`config.mk`:
```
export PLATFORM = sky130hd
export DESIGN_NAME = kis_queue
export DESIGN_NICKNAME = d
export VERILOG_FILES = /design/src/rtl/core/kis_pkg.sv /design/src/rtl/core/kis_queue.sv
export SDC_FILE = /design/constraint.sdc
export NUM_CORES = 1
export LEC_CHECK = 0
export BUFFER_PORTS_ARGS = -buffer_cell sky130_fd_sc_hd__buf_2
export CAP_MARGIN = 20
export CELL_PAD_IN_SITES_DETAIL_PLACEMENT = 1
export CELL_PAD_IN_SITES_GLOBAL_PLACEMENT = 1
export CORE_MARGIN = 2
export CORE_UTILIZATION = 45
export CTS_BUF_LIST = sky130_fd_sc_hd__clkbuf_4 sky130_fd_sc_hd__clkbuf_8
export CTS_CLUSTER_SIZE = 25
export DETAILED_ROUTE_END_ITERATION = 10
export PLACE_DENSITY = 0.91
export SLEW_MARGIN = 15
export SYNTH_ARGS = -nofsm -noshare
export SYNTH_HDL_FRONTEND = slang
export SYNTH_SLANG_ARGS = --single-unit
```
`constraint.sdc`:
```
create_clock -name clock -period 3.1 [get_ports clock]
set_input_delay 0 -clock clock [delete_from_list [all_inputs] [get_ports clock]]
set_output_delay 0 -clock clock [all_outputs]
set_load 0.01 [all_outputs]
```
`src/rtl/core/kis_pkg.sv`:
```
// Shared types, widths and constants for the key frame interval search block.
`timescale 1ns / 1ps

package kis_pkg;

   localparam int MAX_KEYS_DEFAULT = 1024;

   localparam int KEY_INDEX_W  = 10;
   localparam int KEY_FRAME_W  = 16;
   localparam int QUERY_TIME_W = 32;
   localparam int KEY_COUNT_W  = 11;
   localparam int FPS_W        = 16;
   localparam int CSR_DATA_W   = 16;
   localparam int CSR_INDEX_W  = 1;
   localparam int SCALED_W     = QUERY_TIME_W + FPS_W;
   localparam int RATIO_W      = 17;
   localparam int STATUS_W     = 2;

   // key positions are frame << 24, so the widest difference fits in 40 bits
   localparam int POS_SHIFT    = 24;
   localparam int POS_W        = KEY_FRAME_W + POS_SHIFT;
   localparam int DIV_STEPS    = RATIO_W;
   localparam int DIV_STEP_W   = $clog2(DIV_STEPS);

   localparam logic [FPS_W-1:0]       FPS_RESET = 16'd7680;
   localparam logic [RATIO_W-1:0]     RATIO_ONE = 17'd65536;

   localparam int QUEUE_DEPTH  = 2;
   localparam int QUEUE_PTR_W  = (QUEUE_DEPTH > 1) ? $clog2(QUEUE_DEPTH) : 1;
   localparam int QUEUE_CNT_W  = $clog2(QUEUE_DEPTH + 1);

   typedef enum logic [CSR_INDEX_W-1:0] {
      REG_KEY_COUNT         = 1'b0,
      REG_FRAMES_PER_SECOND = 1'b1
   } reg_index_type;

   typedef enum logic [STATUS_W-1:0] {
      STATUS_OK          = 2'd0,
      STATUS_EMPTY       = 2'd1,
      STATUS_NO_INTERVAL = 2'd2
   } status_type;

   typedef struct packed {
      logic                    is_query;
      logic [KEY_INDEX_W-1:0]  key_index;
      logic [KEY_FRAME_W-1:0]  key_frame;
      logic [SCALED_W-1:0]     scaled_time;
   } queue_entry_type;

   typedef struct packed {
      logic            valid;
      queue_entry_type entry;
   } queue_head_type;

endpackage

```
`src/rtl/core/kis_queue.sv`:
```
// Short queue between the front end and the search engine.
`timescale 1ns / 1ps

module kis_queue (
   input  logic                      clock,
   input  logic                      reset,
   input  kis_pkg::queue_head_type   push,
   output logic                      push_ready,
   output kis_pkg::queue_head_type   head,
   input  logic                      pop
);

   localparam int DEPTH = kis_pkg::QUEUE_DEPTH;

   kis_pkg::queue_entry_type                slot_ff [DEPTH];
   logic [kis_pkg::QUEUE_PTR_W-1:0]        wr_ptr_ff;
   logic [kis_pkg::QUEUE_PTR_W-1:0]        rd_ptr_ff;
   logic [kis_pkg::QUEUE_CNT_W-1:0]        count_ff;
   logic                                   do_push;
   logic                                   do_pop;

   assign push_ready = (count_ff != kis_pkg::QUEUE_CNT_W'(DEPTH));
   assign do_push    = push.valid && push_ready;
   assign do_pop     = pop && (count_ff != '0);
   assign head.valid = (count_ff != '0);
   assign head.entry = slot_ff[rd_ptr_ff];

   always_ff @(posedge clock) begin
      if (do_push) begin
         slot_ff[wr_ptr_ff] <= push.entry;
      end
   end

   always_ff @(posedge clock) begin
      if (reset) begin
         wr_ptr_ff <= '0;
         rd_ptr_ff <= '0;
         count_ff  <= '0;
      end else begin
         if (do_push) begin
            wr_ptr_ff <= (wr_ptr_ff == kis_pkg::QUEUE_PTR_W'(DEPTH - 1)) ? '0
                                                                         : wr_ptr_ff + 1'b1;
         end
         if (do_pop) begin
            rd_ptr_ff <= (rd_ptr_ff == kis_pkg::QUEUE_PTR_W'(DEPTH - 1)) ? '0
                                                                         : rd_ptr_ff + 1'b1;
         end
         priority if (do_push && !do_pop) begin
            count_ff <= count_ff + 1'b1;
         end else if (do_pop && !do_push) begin
            count_ff <= count_ff - 1'b1;
         end
      end
   end

endmodule

```
; ---- Word level (Yosys, flattened, before mapping)
; Memory sizes are Yosys's and may differ from the RTL's. A register that Yosys moved wholly into a read port is not among the register bits.
; Cells that the tools add are included.
[word_totals]
ram_bits = 150
ff_bits = 4
word_cells = 25
inputBits = 79
memories = 1
[mem_list]
columns = memory, words, word_bits, read_ports, rd_clocked_by_memory_dff, write_ports, line_no
row1 = slot_ff, 2, 75, 1, 1, 1, kis_queue.sv:15  ; kis_pkg::queue_entry_type slot_ff [DEPTH];
[op_classes]
n_reduce_logical = 8
n_mux = 8
add_sub_neg = 4
eq_ne = 1
[ops]
columns = op, n
row1 = 1-bit two-way mux, 6
row2 = 1-bit logical AND, 4
row3 = 2-bit two-way mux, 2
row4 = 2-bit nonzero test, 2
row5 = "1-bit adder, second input constant", 2
row6 = "2-bit by 1-bit adder with 2-bit output, second input constant", 1
row7 = 1-bit logical NOT, 2
row8 = "2-bit inequality test, second input constant", 1
row9 = "2-bit by 1-bit subtractor with 2-bit output, second input constant", 1

; ---- Logic depth before layout (Yosys ltp)
[logic_depth]
word_depth = 6
depth_mapped = 6
mapped_depth_nobuf = 6

; ---- Least setup slack after synthesis
; Ideal clock, no wire load.
[synth_path]
path_kind = register to register
start = register count_ff[0] in the netlist's numbering
end = memory slot_ff[1][0] in the netlist's numbering, enable pin
path_buffers = 0
setup_ns = 0.442
arrival_time_ns = 2.441
path_stages_with_launch = 3
period_less_slack_ns = 2.883
slack_ns = 0.217
cell_sequence = dfxtp_1 -> nand2b_1 -> and3_1
[synth_via]
elab_chain_cells = 4
[synth_rtl]
columns = element, line_no
row1 = start: declaration, kis_queue.sv:18  ; logic [kis_pkg::QUEUE_CNT_W-1:0] count_ff;
row2 = start signal: assignment, kis_queue.sv:49  ; count_ff <= count_ff + 1'b1;
row3 = start signal: assignment, kis_queue.sv:51  ; count_ff <= count_ff - 1'b1;
row4 = 2-bit inequality test, kis_queue.sv:22  ; assign push_ready = (count_ff != kis_pkg::QUEUE_CNT_W'(DEPTH));
row5 = via push_ready, kis_queue.sv:8  ; output logic push_ready,
row6 = 1-bit logical AND, kis_queue.sv:23  ; assign do_push = push.valid && push_ready;
row7 = 1-bit two-way mux, kis_queue.sv:29  ; if (do_push) begin
row8 = 1-bit two-way mux (implied by the code), kis_queue.sv:30  ; slot_ff[wr_ptr_ff] <= push.entry;
row9 = end: declaration, kis_queue.sv:15
; The timed path passes the listed nets, and every way through them passes these cells.

==> impl_metrics.csv <==
group,metric,value,unit
setup_path,rr_worst_depth,3,
logic_synthesis,synth.most_common_cell,"edfxtp_1",
drt,drc,0,
power,peakVddDrop,0.3704,mV
global_route,grt.met3_usage,4.916,%
global_route,grt_pass1_vias,3677,
drt,drt_iter0_markers,89,
placement,hpwl,7472,µm
min_path,hold-path-cell-count,2,
drt,drt-total-wl,12860,µm
sta,rsz0062_at_grt,"false",
logic_synthesis,netlist_top_cells_count,"edfxtp_1 (150), mux2_2 (75), buf_6 (5), dfxtp_1 (5)",
logic_synthesis,synth_top_cell_by_area,"edfxtp_1",
drt,vias,3233,
setup_path,crit_fanout,75,
setup_path,path_cells,"mux2_2 > buf_2",
global_route,top_usage_layer,"met2",
floorplanning,rows,40,
logic_synthesis,synthArstFlopShare,0,%
clock_network,clk_pin_slew,80,ps
setup_path,critPathRequiredTime,3100,ps
cells_and_area,fin_area,7757,µm²
setup_path,startpoint_type,"flop",
global_route,overflow,0,
cells_and_area,drive_gt1_share,51.36,%
setup_path,cpPeakStageDelay,1010,ps
global_route,globalRouteMet1Util,21.67,%
setup_path,critPathKind,"flop to primary output",
placement,place_area,6608,µm²
sta,finalSetupTns,0,ps
global_route,use_met2,37.15,%
sta,timing.fmax,486.8,MHz
setup_path,cp_slowest_cell,"dfxtp_4",
floorplanning,io_pins,156,
clock_network,cts_root_buf,"clkbuf_8",
logic_synthesis,syn_avg_cell_area,21.97,µm²
clock_network,cts_tree,"done",
power,p_total,5.576,mW
sta,period_minus_slack,2054,ps
sta,drv_slew,0,
power,p_leak,2.917,nW
logic_synthesis,synthTopCellsByArea,"edfxtp_1 (80%), mux2_2 (15%), dfxtp_1 (1.8%)",
logic_synthesis,post_synth_num_cell_types,19,
global_route,grt_util_all_layers,19.85,%
clock_network,ctsResizeCount,0,
drt,final_antenna_net_count,0,
global_route,grt_max_degree,76,
logic_synthesis,ys_warn_count,0,
cells_and_area,stdcell_count,685,
logic_synthesis,seq_area_frac_synth,81.56,%
floorplanning,core,12110,µm²
drt,avgRoutedWirePerCell,18.77,µm
placement,dpl_worst_slack,1150,ps
sta,worst_pin_slew,1007,ps
placement,port_buffers,155,
run,cap_violations,0,
cells_and_area,nets,583,
power,p_per_area,718.8,nW/µm²
sta,layout_setup_ws,1046,ps
placement,gp_congestion,0.6624,
sta,hold_viol,0,
clock_network,cts_buffers,17,
sta,setup_viol,0,
sta,slew_headroom,32.86,%
logic_synthesis,synth_seq_cells,155,
cells_and_area,syn2layout_area_growth,37.41,%
global_route,antenna_found_initial,1,
clock_network,cts.htree.levels,4,
setup_path,worstPathArrival,2050,ps
setup_path,end_kind,"primary output",
logic_synthesis,synth_edf_count,150,
floorplanning,initial_core_util,46.61,%
min_path,hp-class,"input port to flop",
global_route,grt_pass1_wl,19540,µm
cells_and_area,fillers,1130,
logic_synthesis,synth_flop_cell,"edfxtp_1",
logic_synthesis,syn_nets,337,
outcome,status,"complete, no violations",
placement,placed_cells,574,
clock_network,cts_sinks,155,
floorplanning,die_y,116.0,µm
logic_synthesis,synthesis.area,5645,µm²
clock_network,cts.path.max_buffers,2,
drt,first_pass_iters,4,
cells_and_area,regArea,4608,µm²
sta,skew,11.02,ps
cells_and_area,multi_input_area,968.4,µm²
floorplanning,die_width,116.0,µm
floorplanning,dieArea,13460,µm²
clock_network,clk_latency,430,ps
sta,finalCritPeriodShare,66.27,%
drt,viasPerCell,4.720,
logic_synthesis,synth_top_area_share,79.79,%
logic_synthesis,synthCells,257,
-- worst paths after layout --
| check | from | to | slack [ps] |
|---|---|---|---|
| min reg2reg | rd_ptr_ff | rd_ptr_ff | 520 |
| min | push[58] | slot_ff[1][58] | 290 |
| max | flop | head[36] | 1050 |
| max reg2reg | count_ff[0] | slot_ff[1][65] | 1180 |
-- registers in the layout, indices dropped and copies added, names as in the netlist, named ones only --
signal,flops
count_ff,2
rd_ptr_ff,1
slot_ff,150
wr_ptr_ff,1
-- metrics by stage --
stage / utilization, % / hold WS, ps
after global placement: 54.56 / 187.0
after detailed placement: 54.56 / 192.0
final: 64.05 / 290.8
after CTS: 64.03 / 250.6
after global routing: 64.05 / 275.5
after floorplan: - / 69.07
-- cells by family (layout without fill, tap and decap cells) --
kind of cell / Yosys count / after routing / synth area share [%]
compound gates: 5 / 5 / 0.5319
xor+xnor: 3 / 3 / 0.4655
fa+ha+maj: 1 / 1 / 0.2216
buf+inv: 9 / 268 / 1.374
flops: 155 / 155 / 81.56
mux: 75 / 75 / 14.96
other cells: 0 / 1 / 0
simple gates: 9 / 9 / 0.8869
-- area by class of cell --
cell class | count | area share, %
flip-flops and latches | 155 | 59.40
repair buffers | 235 | 20.58
multi-input cells | 93 | 12.48
clock buffers | 21 | 3.403
well taps | 168 | 2.710
clock inverters | 11 | 1.323
inverters | 1 | 0.06452
diodes | 1 | 0.03226
-- per-layer routing --
layer	wire, µm	up-vias
met5	0	-
met4	232	0
met3	550	17
met2	7169	100
met1	4905	1608
li1	-	1508
-- layout by cell type, fill, tap and decap left out, types with 2 or more instances in the layout --
cell type / Yosys / routed
a21oi_1: 2 / 2
buf_12: 0 / 2
buf_2: 2 / 155
bufinv_16: 0 / 2
clkbuf_4: 0 / 4
clkbuf_8: 0 / 17
clkinv_1: 0 / 4
clkinv_2: 0 / 5
dfxtp_1: 5 / 4
dlygate4sd3_1: 0 / 78
edfxtp_1: 150 / 150
mux2_2: 75 / 75
nor2_1: 3 / 3
o21ai_0: 2 / 2
xor2_1: 3 / 3
-- timing repair --
item | CTS | global route
hold buffers | 78 | 0
endpoints found under the setup margin | 0 | 0
setup buffers | 0 | 0
hold endpoints to repair | 155 | 0
-- where the power goes --
part,switching (mW),leakage (nW),internal (mW)
registers,0.209,1.44,2.62
clock network,0.693,0.191,0.734
logic,0.630,1.28,0.691
-- worst max-delay path, delay by kind of cell (launching register included) --
kind,cells,cell delay (ps)
buffers and inverters,1,140
flip-flops,1,1010
multiplexers,1,440
Power figures use the tool's default switching activity.
