--- config.mk ---
export PLATFORM = sky130hd
export DESIGN_NAME = kis_front_flat
export DESIGN_NICKNAME = d
export VERILOG_FILES = /design/src/rtl/core/kis_pkg.sv /design/src/rtl/core/kis_stream_if.sv /design/src/rtl/core/kis_front.sv /design/src/flat_wrapper.sv
export SDC_FILE = /design/constraint.sdc
export NUM_CORES = 1
export LEC_CHECK = 0
export ABC_AREA = 0
export BUFFER_PORTS_ARGS = -buffer_cell sky130_fd_sc_hd__buf_4
export CORE_AREA = 2 2 168 170
export CTS_BUF_LIST = sky130_fd_sc_hd__clkbuf_8
export CTS_CLUSTER_SIZE = 16
export DETAILED_ROUTE_END_ITERATION = 12
export DIE_AREA = 0 0 170 172
export PLACE_DENSITY = 0.82
export SETUP_SLACK_MARGIN = 0.4
export SKIP_CTS_REPAIR_TIMING = 1
export SLEW_MARGIN = 40
export SYNTH_ARGS = -nofsm -noshare
export SYNTH_HDL_FRONTEND = slang
export SYNTH_SLANG_ARGS = --single-unit
--- constraint.sdc ---
create_clock -name clock -period 10.3 [get_ports clock]
set_input_delay 1.545 -clock clock [delete_from_list [all_inputs] [get_ports clock]]
set_output_delay 1.545 -clock clock [all_outputs]
set_load 0.005 [all_outputs]
--- src/rtl/core/kis_pkg.sv ---
// Shared types, widths and constants for the key frame interval search block.
`timescale 1ns / 1ps

package kis_pkg;

   localparam int MAX_KEYS_DEFAULT = 1024;

   localparam int KEY_INDEX_W  = 10;
   localparam int KEY_FRAME_W  = 16;
   localparam int QUERY_TIME_W = 32;
   localparam int KEY_COUNT_W  = 11;
   localparam int FPS_W        = 16;
   localparam int CSR_DATA_W   = 16;
   localparam int CSR_INDEX_W  = 1;
   localparam int SCALED_W     = QUERY_TIME_W + FPS_W;
   localparam int RATIO_W      = 17;
   localparam int STATUS_W     = 2;

   // key positions are frame << 24, so the widest difference fits in 40 bits
   localparam int POS_SHIFT    = 24;
   localparam int POS_W        = KEY_FRAME_W + POS_SHIFT;
   localparam int DIV_STEPS    = RATIO_W;
   localparam int DIV_STEP_W   = $clog2(DIV_STEPS);

   localparam logic [FPS_W-1:0]       FPS_RESET = 16'd7680;
   localparam logic [RATIO_W-1:0]     RATIO_ONE = 17'd65536;

   localparam int QUEUE_DEPTH  = 2;
   localparam int QUEUE_PTR_W  = (QUEUE_DEPTH > 1) ? $clog2(QUEUE_DEPTH) : 1;
   localparam int QUEUE_CNT_W  = $clog2(QUEUE_DEPTH + 1);

   typedef enum logic [CSR_INDEX_W-1:0] {
      REG_KEY_COUNT         = 1'b0,
      REG_FRAMES_PER_SECOND = 1'b1
   } reg_index_type;

   typedef enum logic [STATUS_W-1:0] {
      STATUS_OK          = 2'd0,
      STATUS_EMPTY       = 2'd1,
      STATUS_NO_INTERVAL = 2'd2
   } status_type;

   typedef struct packed {
      logic                    is_query;
      logic [KEY_INDEX_W-1:0]  key_index;
      logic [KEY_FRAME_W-1:0]  key_frame;
      logic [SCALED_W-1:0]     scaled_time;
   } queue_entry_type;

   typedef struct packed {
      logic            valid;
      queue_entry_type entry;
   } queue_head_type;

endpackage

--- src/rtl/core/kis_stream_if.sv ---
// Request and response channel interfaces of the key frame interval search block.
`timescale 1ns / 1ps

interface kis_req_if;
   logic                                valid;
   logic                                ready;
   logic                                req_type;
   logic [kis_pkg::KEY_INDEX_W-1:0]     key_index;
   logic [kis_pkg::KEY_FRAME_W-1:0]     key_frame;
   logic [kis_pkg::QUERY_TIME_W-1:0]    query_time;

   modport source (output valid, req_type, key_index, key_frame, query_time, input ready);
   modport sink   (input valid, req_type, key_index, key_frame, query_time, output ready);
endinterface


--- src/rtl/core/kis_front.sv ---
// Front end: configuration registers, request intake and time scaling.
`timescale 1ns / 1ps

module kis_front (
   input  logic                                clock,
   input  logic                                reset,
   input  logic                                csr_write_enable,
   input  logic [kis_pkg::CSR_INDEX_W-1:0]     csr_index,
   input  logic [kis_pkg::CSR_DATA_W-1:0]      csr_write_data,
   kis_req_if.sink                             req_if,
   input  logic                                push_ready,
   output kis_pkg::queue_head_type             push,
   output logic [kis_pkg::KEY_COUNT_W-1:0]     key_count
);

   logic [kis_pkg::KEY_COUNT_W-1:0] key_count_ff;
   logic [kis_pkg::FPS_W-1:0]       fps_ff;
   logic [kis_pkg::SCALED_W-1:0]    scaled_time;

   always_ff @(posedge clock) begin
      if (reset) begin
         key_count_ff <= '0;
         fps_ff       <= kis_pkg::FPS_RESET;
      end else if (csr_write_enable) begin
         unique case (kis_pkg::reg_index_type'(csr_index))
            kis_pkg::REG_KEY_COUNT: begin
               key_count_ff <= csr_write_data[kis_pkg::KEY_COUNT_W-1:0];
            end
            kis_pkg::REG_FRAMES_PER_SECOND: begin
               fps_ff <= csr_write_data[kis_pkg::FPS_W-1:0];
            end
            default: begin
            end
         endcase
      end
   end

   // Q16.16 seconds times Q8.8 fps gives frames in Q.24; the queue registers it
   always_comb begin
      scaled_time = kis_pkg::SCALED_W'(req_if.query_time) * kis_pkg::SCALED_W'(fps_ff);
   end

   assign req_if.ready               = push_ready;
   assign push.valid                 = req_if.valid;
   assign push.entry.is_query        = req_if.req_type;
   assign push.entry.key_index       = req_if.key_index;
   assign push.entry.key_frame       = req_if.key_frame;
   assign push.entry.scaled_time     = scaled_time;
   assign key_count                  = key_count_ff;

endmodule

--- src/flat_wrapper.sv ---
// flat-port wrapper written by rule: the top's interface ports become plain ports
module kis_front_flat 
  (clock, reset, csr_write_enable, csr_index, csr_write_data, push_ready, push, key_count, req_if_valid, req_if_req_type, req_if_key_index, req_if_key_frame, req_if_query_time, req_if_ready);
  kis_req_if req_if_i ();
  input  logic clock;
  input  logic reset;
  input  logic csr_write_enable;
  input  logic [kis_pkg::CSR_INDEX_W-1:0] csr_index;
  input  logic [kis_pkg::CSR_DATA_W-1:0] csr_write_data;
  input  logic push_ready;
  output kis_pkg::queue_head_type push;
  output logic [kis_pkg::KEY_COUNT_W-1:0] key_count;
  input wire logic [$bits(req_if_i.valid)-1:0] req_if_valid;
  input wire logic [$bits(req_if_i.req_type)-1:0] req_if_req_type;
  input wire logic [$bits(req_if_i.key_index)-1:0] req_if_key_index;
  input wire logic [$bits(req_if_i.key_frame)-1:0] req_if_key_frame;
  input wire logic [$bits(req_if_i.query_time)-1:0] req_if_query_time;
  output wire logic [$bits(req_if_i.ready)-1:0] req_if_ready;
  assign req_if_i.valid = req_if_valid;
  assign req_if_i.req_type = req_if_req_type;
  assign req_if_i.key_index = req_if_key_index;
  assign req_if_i.key_frame = req_if_key_frame;
  assign req_if_i.query_time = req_if_query_time;
  assign req_if_ready = req_if_i.ready;
  kis_front u_core (.clock(clock), .reset(reset), .csr_write_enable(csr_write_enable), .csr_index(csr_index), .csr_write_data(csr_write_data), .req_if(req_if_i), .push_ready(push_ready), .push(push), .key_count(key_count));
endmodule
==> After elaboration in Yosys (flattened, before gate mapping) <==
Index checks and enable logic that the tools add are counted.
{ "op_classes": {"bitwise_logic": 1, "n_reduce_logical": 2, "mul": 1} }
{ "ops": {"columns": ["op", "n"], "rows": [
  ["$mul A32 B16 Y48", 1],
  ["$reduce_and A2 Y1", 2],
  ["$not A1 Y1", 1]
]} }
{ "word_totals": {"out_inout_bits": 88, "word_cells": 6, "inputBits": 81, "regBits": 27} }

==> Depth between registers and ports, before layout <==
{ "logic_depth": {"ltp_word": 2, "ltp_mapped": 25, "mapped_depth_nobuf": 23} }

==> Worst setup path after synthesis <==
No wires, ideal clock.
{ "synth_path": {"path_kind": "in2out", "start": "in req_if_query_time[7]", "end": "out push[43] (netlist bit)", "slack_ns": 1.449, "arrival_time_ns": 7.306, "path_stages": 24, "path_buffers": 2, "t_required_ns": 8.755, "path_cell_list": "clkbuf_1 -> nand2_1 -> fa_1 -> inv_1 -> fa_1 -> inv_1 -> fa_1 -> inv_1 -> fa_1 -> fa_1 -> inv_1 -> fa_1 -> inv_1 -> ha_1 -> buf_2 -> nand4_1 -> or3_1 -> a2111oi_2 -> nor4_2 -> o21ai_2 -> o31ai_4 -> nor4_4 -> nand2b_1 -> xor2_1"} }
{ "synth_rtl": {"columns": ["element", "line", "rtl"], "rows": [
  ["start, declared", "flat_wrapper.sv:17", "input wire logic [$bits(req_if_i.query_time)-1:0] req_if_query_time;"],
  ["end, declared", "flat_wrapper.sv:11", "output kis_pkg::queue_head_type push;"]
]} }

==> metrics.md <==
| Metric | Value |
|---|---|
| Outcome | `finished, final reports clean` |
| Die outline area | `approximately 30,000 um2` |
| Setup repair after global routing missed its margin | `true` |
| Filler Cells Inserted | `about 2,200` |
| Leakage Power | `around 0.0092 uW` |
| Final number of setup-violating endpoints | `0` |
| Series of cell instances along the critical path | `buf_4 -> and2_1 -> fa_1 -> inv_1 -> fa_1 -> fa_1 -> inv_1 -> fa_1 -> fa_1 -> inv_1 -> fa_1 -> inv_1 -> ha_1 -> and4_1 -> nand3_1 -> a2111oi_1 -> nor3_1 -> o21ba_2 -> nor2_1 -> a41o_1 -> o21a_1 -> xor2_1 -> buf_4` |
| Antenna Nets Post-Route | `0` |
| Netlist Area Pre-Place | `roughly 17,000 um2` |
| Detailed-route wire length per cell | `around 19 um` |
| Int Power | `2460 uW` |
| Clock slew at reported path FFs | `roughly 0.090 ns` |
| Total Negative Setup Slacks | `0 ns` |
| Async SR Flop Fraction | `0` |
| Worst Tran Pin Value | `~0.85 ns` |
| Total nets after synthesis | `roughly 2,600` |
| Root cell of the clock tree | `sky130_fd_sc_hd__clkbuf_8` |
| Cts bufs inserted | `3` |
| Violation count after the first detailed-route iteration | `approximately 890` |
| Startpoint types | `primary input` |
| GR Util All Layers | `0.321` |
| Worst-case hold slack | `0.460 ns` |
| Share of synthesized area occupied by flip-flops and latches | `0.0313` |
| Switching pwr | `3080 uW` |
| Clock tree from TritonCTS | `done` |
| Maximum count of clock buffers along a single path | `2` |
| Routing usage on met1 | `0.399` |
| Clock latency at the later pin of the worst-skew pair | `around 0.27 ns` |
| DR DRC count | `0` |
| Placed cell count | `between 2,000 and 2,500` |
| Hold crit path type | `reg -> reg` |
| Arrival time worst endpoint | `approximately 8 ns` |
| Clock tree sinks | `27` |
| Worst setup slack after placement | `around 0.43 ns` |
| Count of state elements after synthesis | `27` |
| Number of top-level pins | `about 170` |
| Fraction of synthesized cell area taken by the top area cell type | `0.485` |
| Final worst path period share | `0.949` |
| Share of total power in the clock network | `0.011` |
| Max_slew headroom | `0.429` |
| Fin crit period | `about 9.8 ns` |
| Count leader, synth | `sky130_fd_sc_hd__inv_1` |
| Fraction of layout instances using a drive strength above 1 | `0.0775` |
| Yosys warns | `0` |
| Number of instances in the synthesized netlist | `around 2,000` |
| First-pass GRT wire length | `between 70 and 80 mm` |
| Register-to-Register Setup Slack | `8.86 ns` |
| Global routing's busiest layer | `met2` |
| First-pass iteration count of the detailed router | `5` |
| Fin Clk Skew | `0 ns` |
| Fraction of power consumed by combinational cells | `0.966` |
| Part of the total power dissipated in sequential elements | `0.023` |
| Power density cells | `roughly 300 nW/um2` |
| Antenna cells | `0` |
| Number of distinct library cells after synthesis | `51` |
| Die X | `170 um` |
| Remaining Overflow, GRT | `0` |
| Input/output buffers | `110` |
| Number of core rows | `between 60 and 70` |
| Initial cell density of the core | `0.628` |
| Maxcap violations | `0` |
| Fraction of power spent switching nets | `0.556` |
| Fin worst setup slack | `between 0.5 and 0.6 ns` |
| Area of the placeable core | `27,500 um2` |
| DP Wirelength | `approximately 36 mm` |
| Total number of H-tree levels | `1` |
| Critical path's most frequent cell | `sky130_fd_sc_hd__fa_1` |
| Crit path kind | `in -> out` |
| GR met3 Demand/Resource | `0.0327` |
| Slowest CP cell | `sky130_fd_sc_hd__a2111oi_1` |
| Data required, critical path | `between 8 and 9 ns` |
| Post-Syn Area per Cell | `between 8 and 9 um2` |
| Main synth FF type | `sky130_fd_sc_hd__dfxtp_1` |
| Number of hold violations in the final report | `0` |
| Maximum number of pins on one net before global-route repair | `33` |
| Max VDD drop | `roughly 0.57 mV` |
| Total number of vias | `between 10,000 and 15,000` |
| Most used standard cells in the synthesized netlist | `sky130_fd_sc_hd__inv_1, sky130_fd_sc_hd__fa_1, sky130_fd_sc_hd__nand2_1` |
| Non-filler instance count after layout | `approximately 2,400` |
| Routed wire length | `between 40 and 50 mm` |
| Library cell occupying the most area in the post-synthesis netlist | `sky130_fd_sc_hd__fa_1` |
| Via count of the first global-routing pass | `approximately 15,000` |
| Main area contributors after synthesis | `sky130_fd_sc_hd__fa_1, sky130_fd_sc_hd__inv_1, sky130_fd_sc_hd__ha_1` |
| Antenna violations before repair | `0` |
| Crit path capture type | `output pin` |
| Maximum fanout encountered on the critical timing path | `16` |
| DR vias/cell | `between 5 and 6` |
| Maximum single-stage delay on the critical path | `between 0.7 and 0.8 ns` |
| GRT met2 Usage | `0.566` |
| Die Span Y | `between 150 and 200 um` |
| Final max-slew violation count | `0` |
| Achievable clock frequency | `0.102 GHz` |
| Layout area overhead | `5.07%` |
| Post-synth EDFFs | `0` |
| Final RePlAce weighted congestion | `about 0.94` |
| Final nets | `2,632` |
## stage by stage
stage	area (um2)	total power, uW	utilization
2_1_floorplan	17300	3430	-
3_3_place_gp	18100	5300	0.658
3_5_place_dp	18100	5420	0.658
4_1_cts	18100	5530	0.660
5_1_grt	18100	6050	0.660
6_report	18100	5540	0.660
## logic make-up after synthesis
| family | Yosys count | synth area share |
|---|---|---|
| xor+xnor | 46 | 0.0233 |
| compound gates | 158 | 0.0581 |
| fa+ha+maj | 538 | 0.572 |
| flops | 27 | 0.0313 |
| simple gates | 664 | 0.184 |
| buf+inv | 576 | 0.132 |
## cell usage in the layout (no fill, tap or decap), drive strengths merged, types with 8 or more instances in the layout
master and instances:
and2 216, xnor2 30, o21ai 29, xor2 16, nand3 10, nand2 384, a21oi 65, dfxtp 27
nor2 19, fa 418, buf 132, o21bai 9, a31oi 8, inv 444, a21o 24, ha 120
nand4 10
## routing by layer
metal / part of all wire / wire [um]
met1: 0.36 / 16200
met3: 0.074 / 3320
met2: 0.51 / 22700
met4: 0.057 / 2560
met5: 0 / 0
## flip-flops by register name (all words and copies together) (netlist names)
| register | flops |
|---|---|
| u_core.fps_ff | 16 |
| u_core.key_count | 11 |
## cell type report
cell class | count | area, um2 | share of cell area
multi-input cells | 1406 | 14500 | 0.797
inverters | 443 | 1660 | 0.0917
repair buffers | 132 | 991 | 0.0546
flip-flops and latches | 27 | 549 | 0.0303
well taps | 346 | 433 | 0.0239
clock buffers | 3 | 41.3 | 0.00228
clock inverters | 1 | 3.75 | 0.000207
## power groups by stage
| stage | sequential [uW] | clock, uW | combinational [uW] |
|---|---|---|---|
| 2_1_floorplan | 116 | 0 | 3310 |
| 3_3_place_gp | 130 | 0 | 5170 |
| 5_1_grt | 130 | 63.6 | 5860 |
| 4_1_cts | 128 | 58.4 | 5340 |
| 6_report | 130 | 58.4 | 5350 |
| 3_5_place_dp | 131 | 0 | 5290 |
## final timing paths
check	from	to	cells after the start
max reg2reg	u_core.fps_ff[8]	u_core.fps_ff[8]	3
min reg2reg	u_core.key_count[1]	u_core.key_count[1]	2
max	req_if_query_time[15]	push[44]	23
min	u_core.key_count[1]	u_core.key_count[1]	2
## critical path, delay by kind of cell
family	cells	cell delay [ns]
XOR/XNOR	1	0.15
AND/OR/NAND/NOR	5	1.01
AO/OA/AOI/OAI	4	1.58
buffers and inverters	6	0.51
adder cells (fa/ha/maj)	7	3.41
No activity file was read; power rests on OpenSTA's default activity.
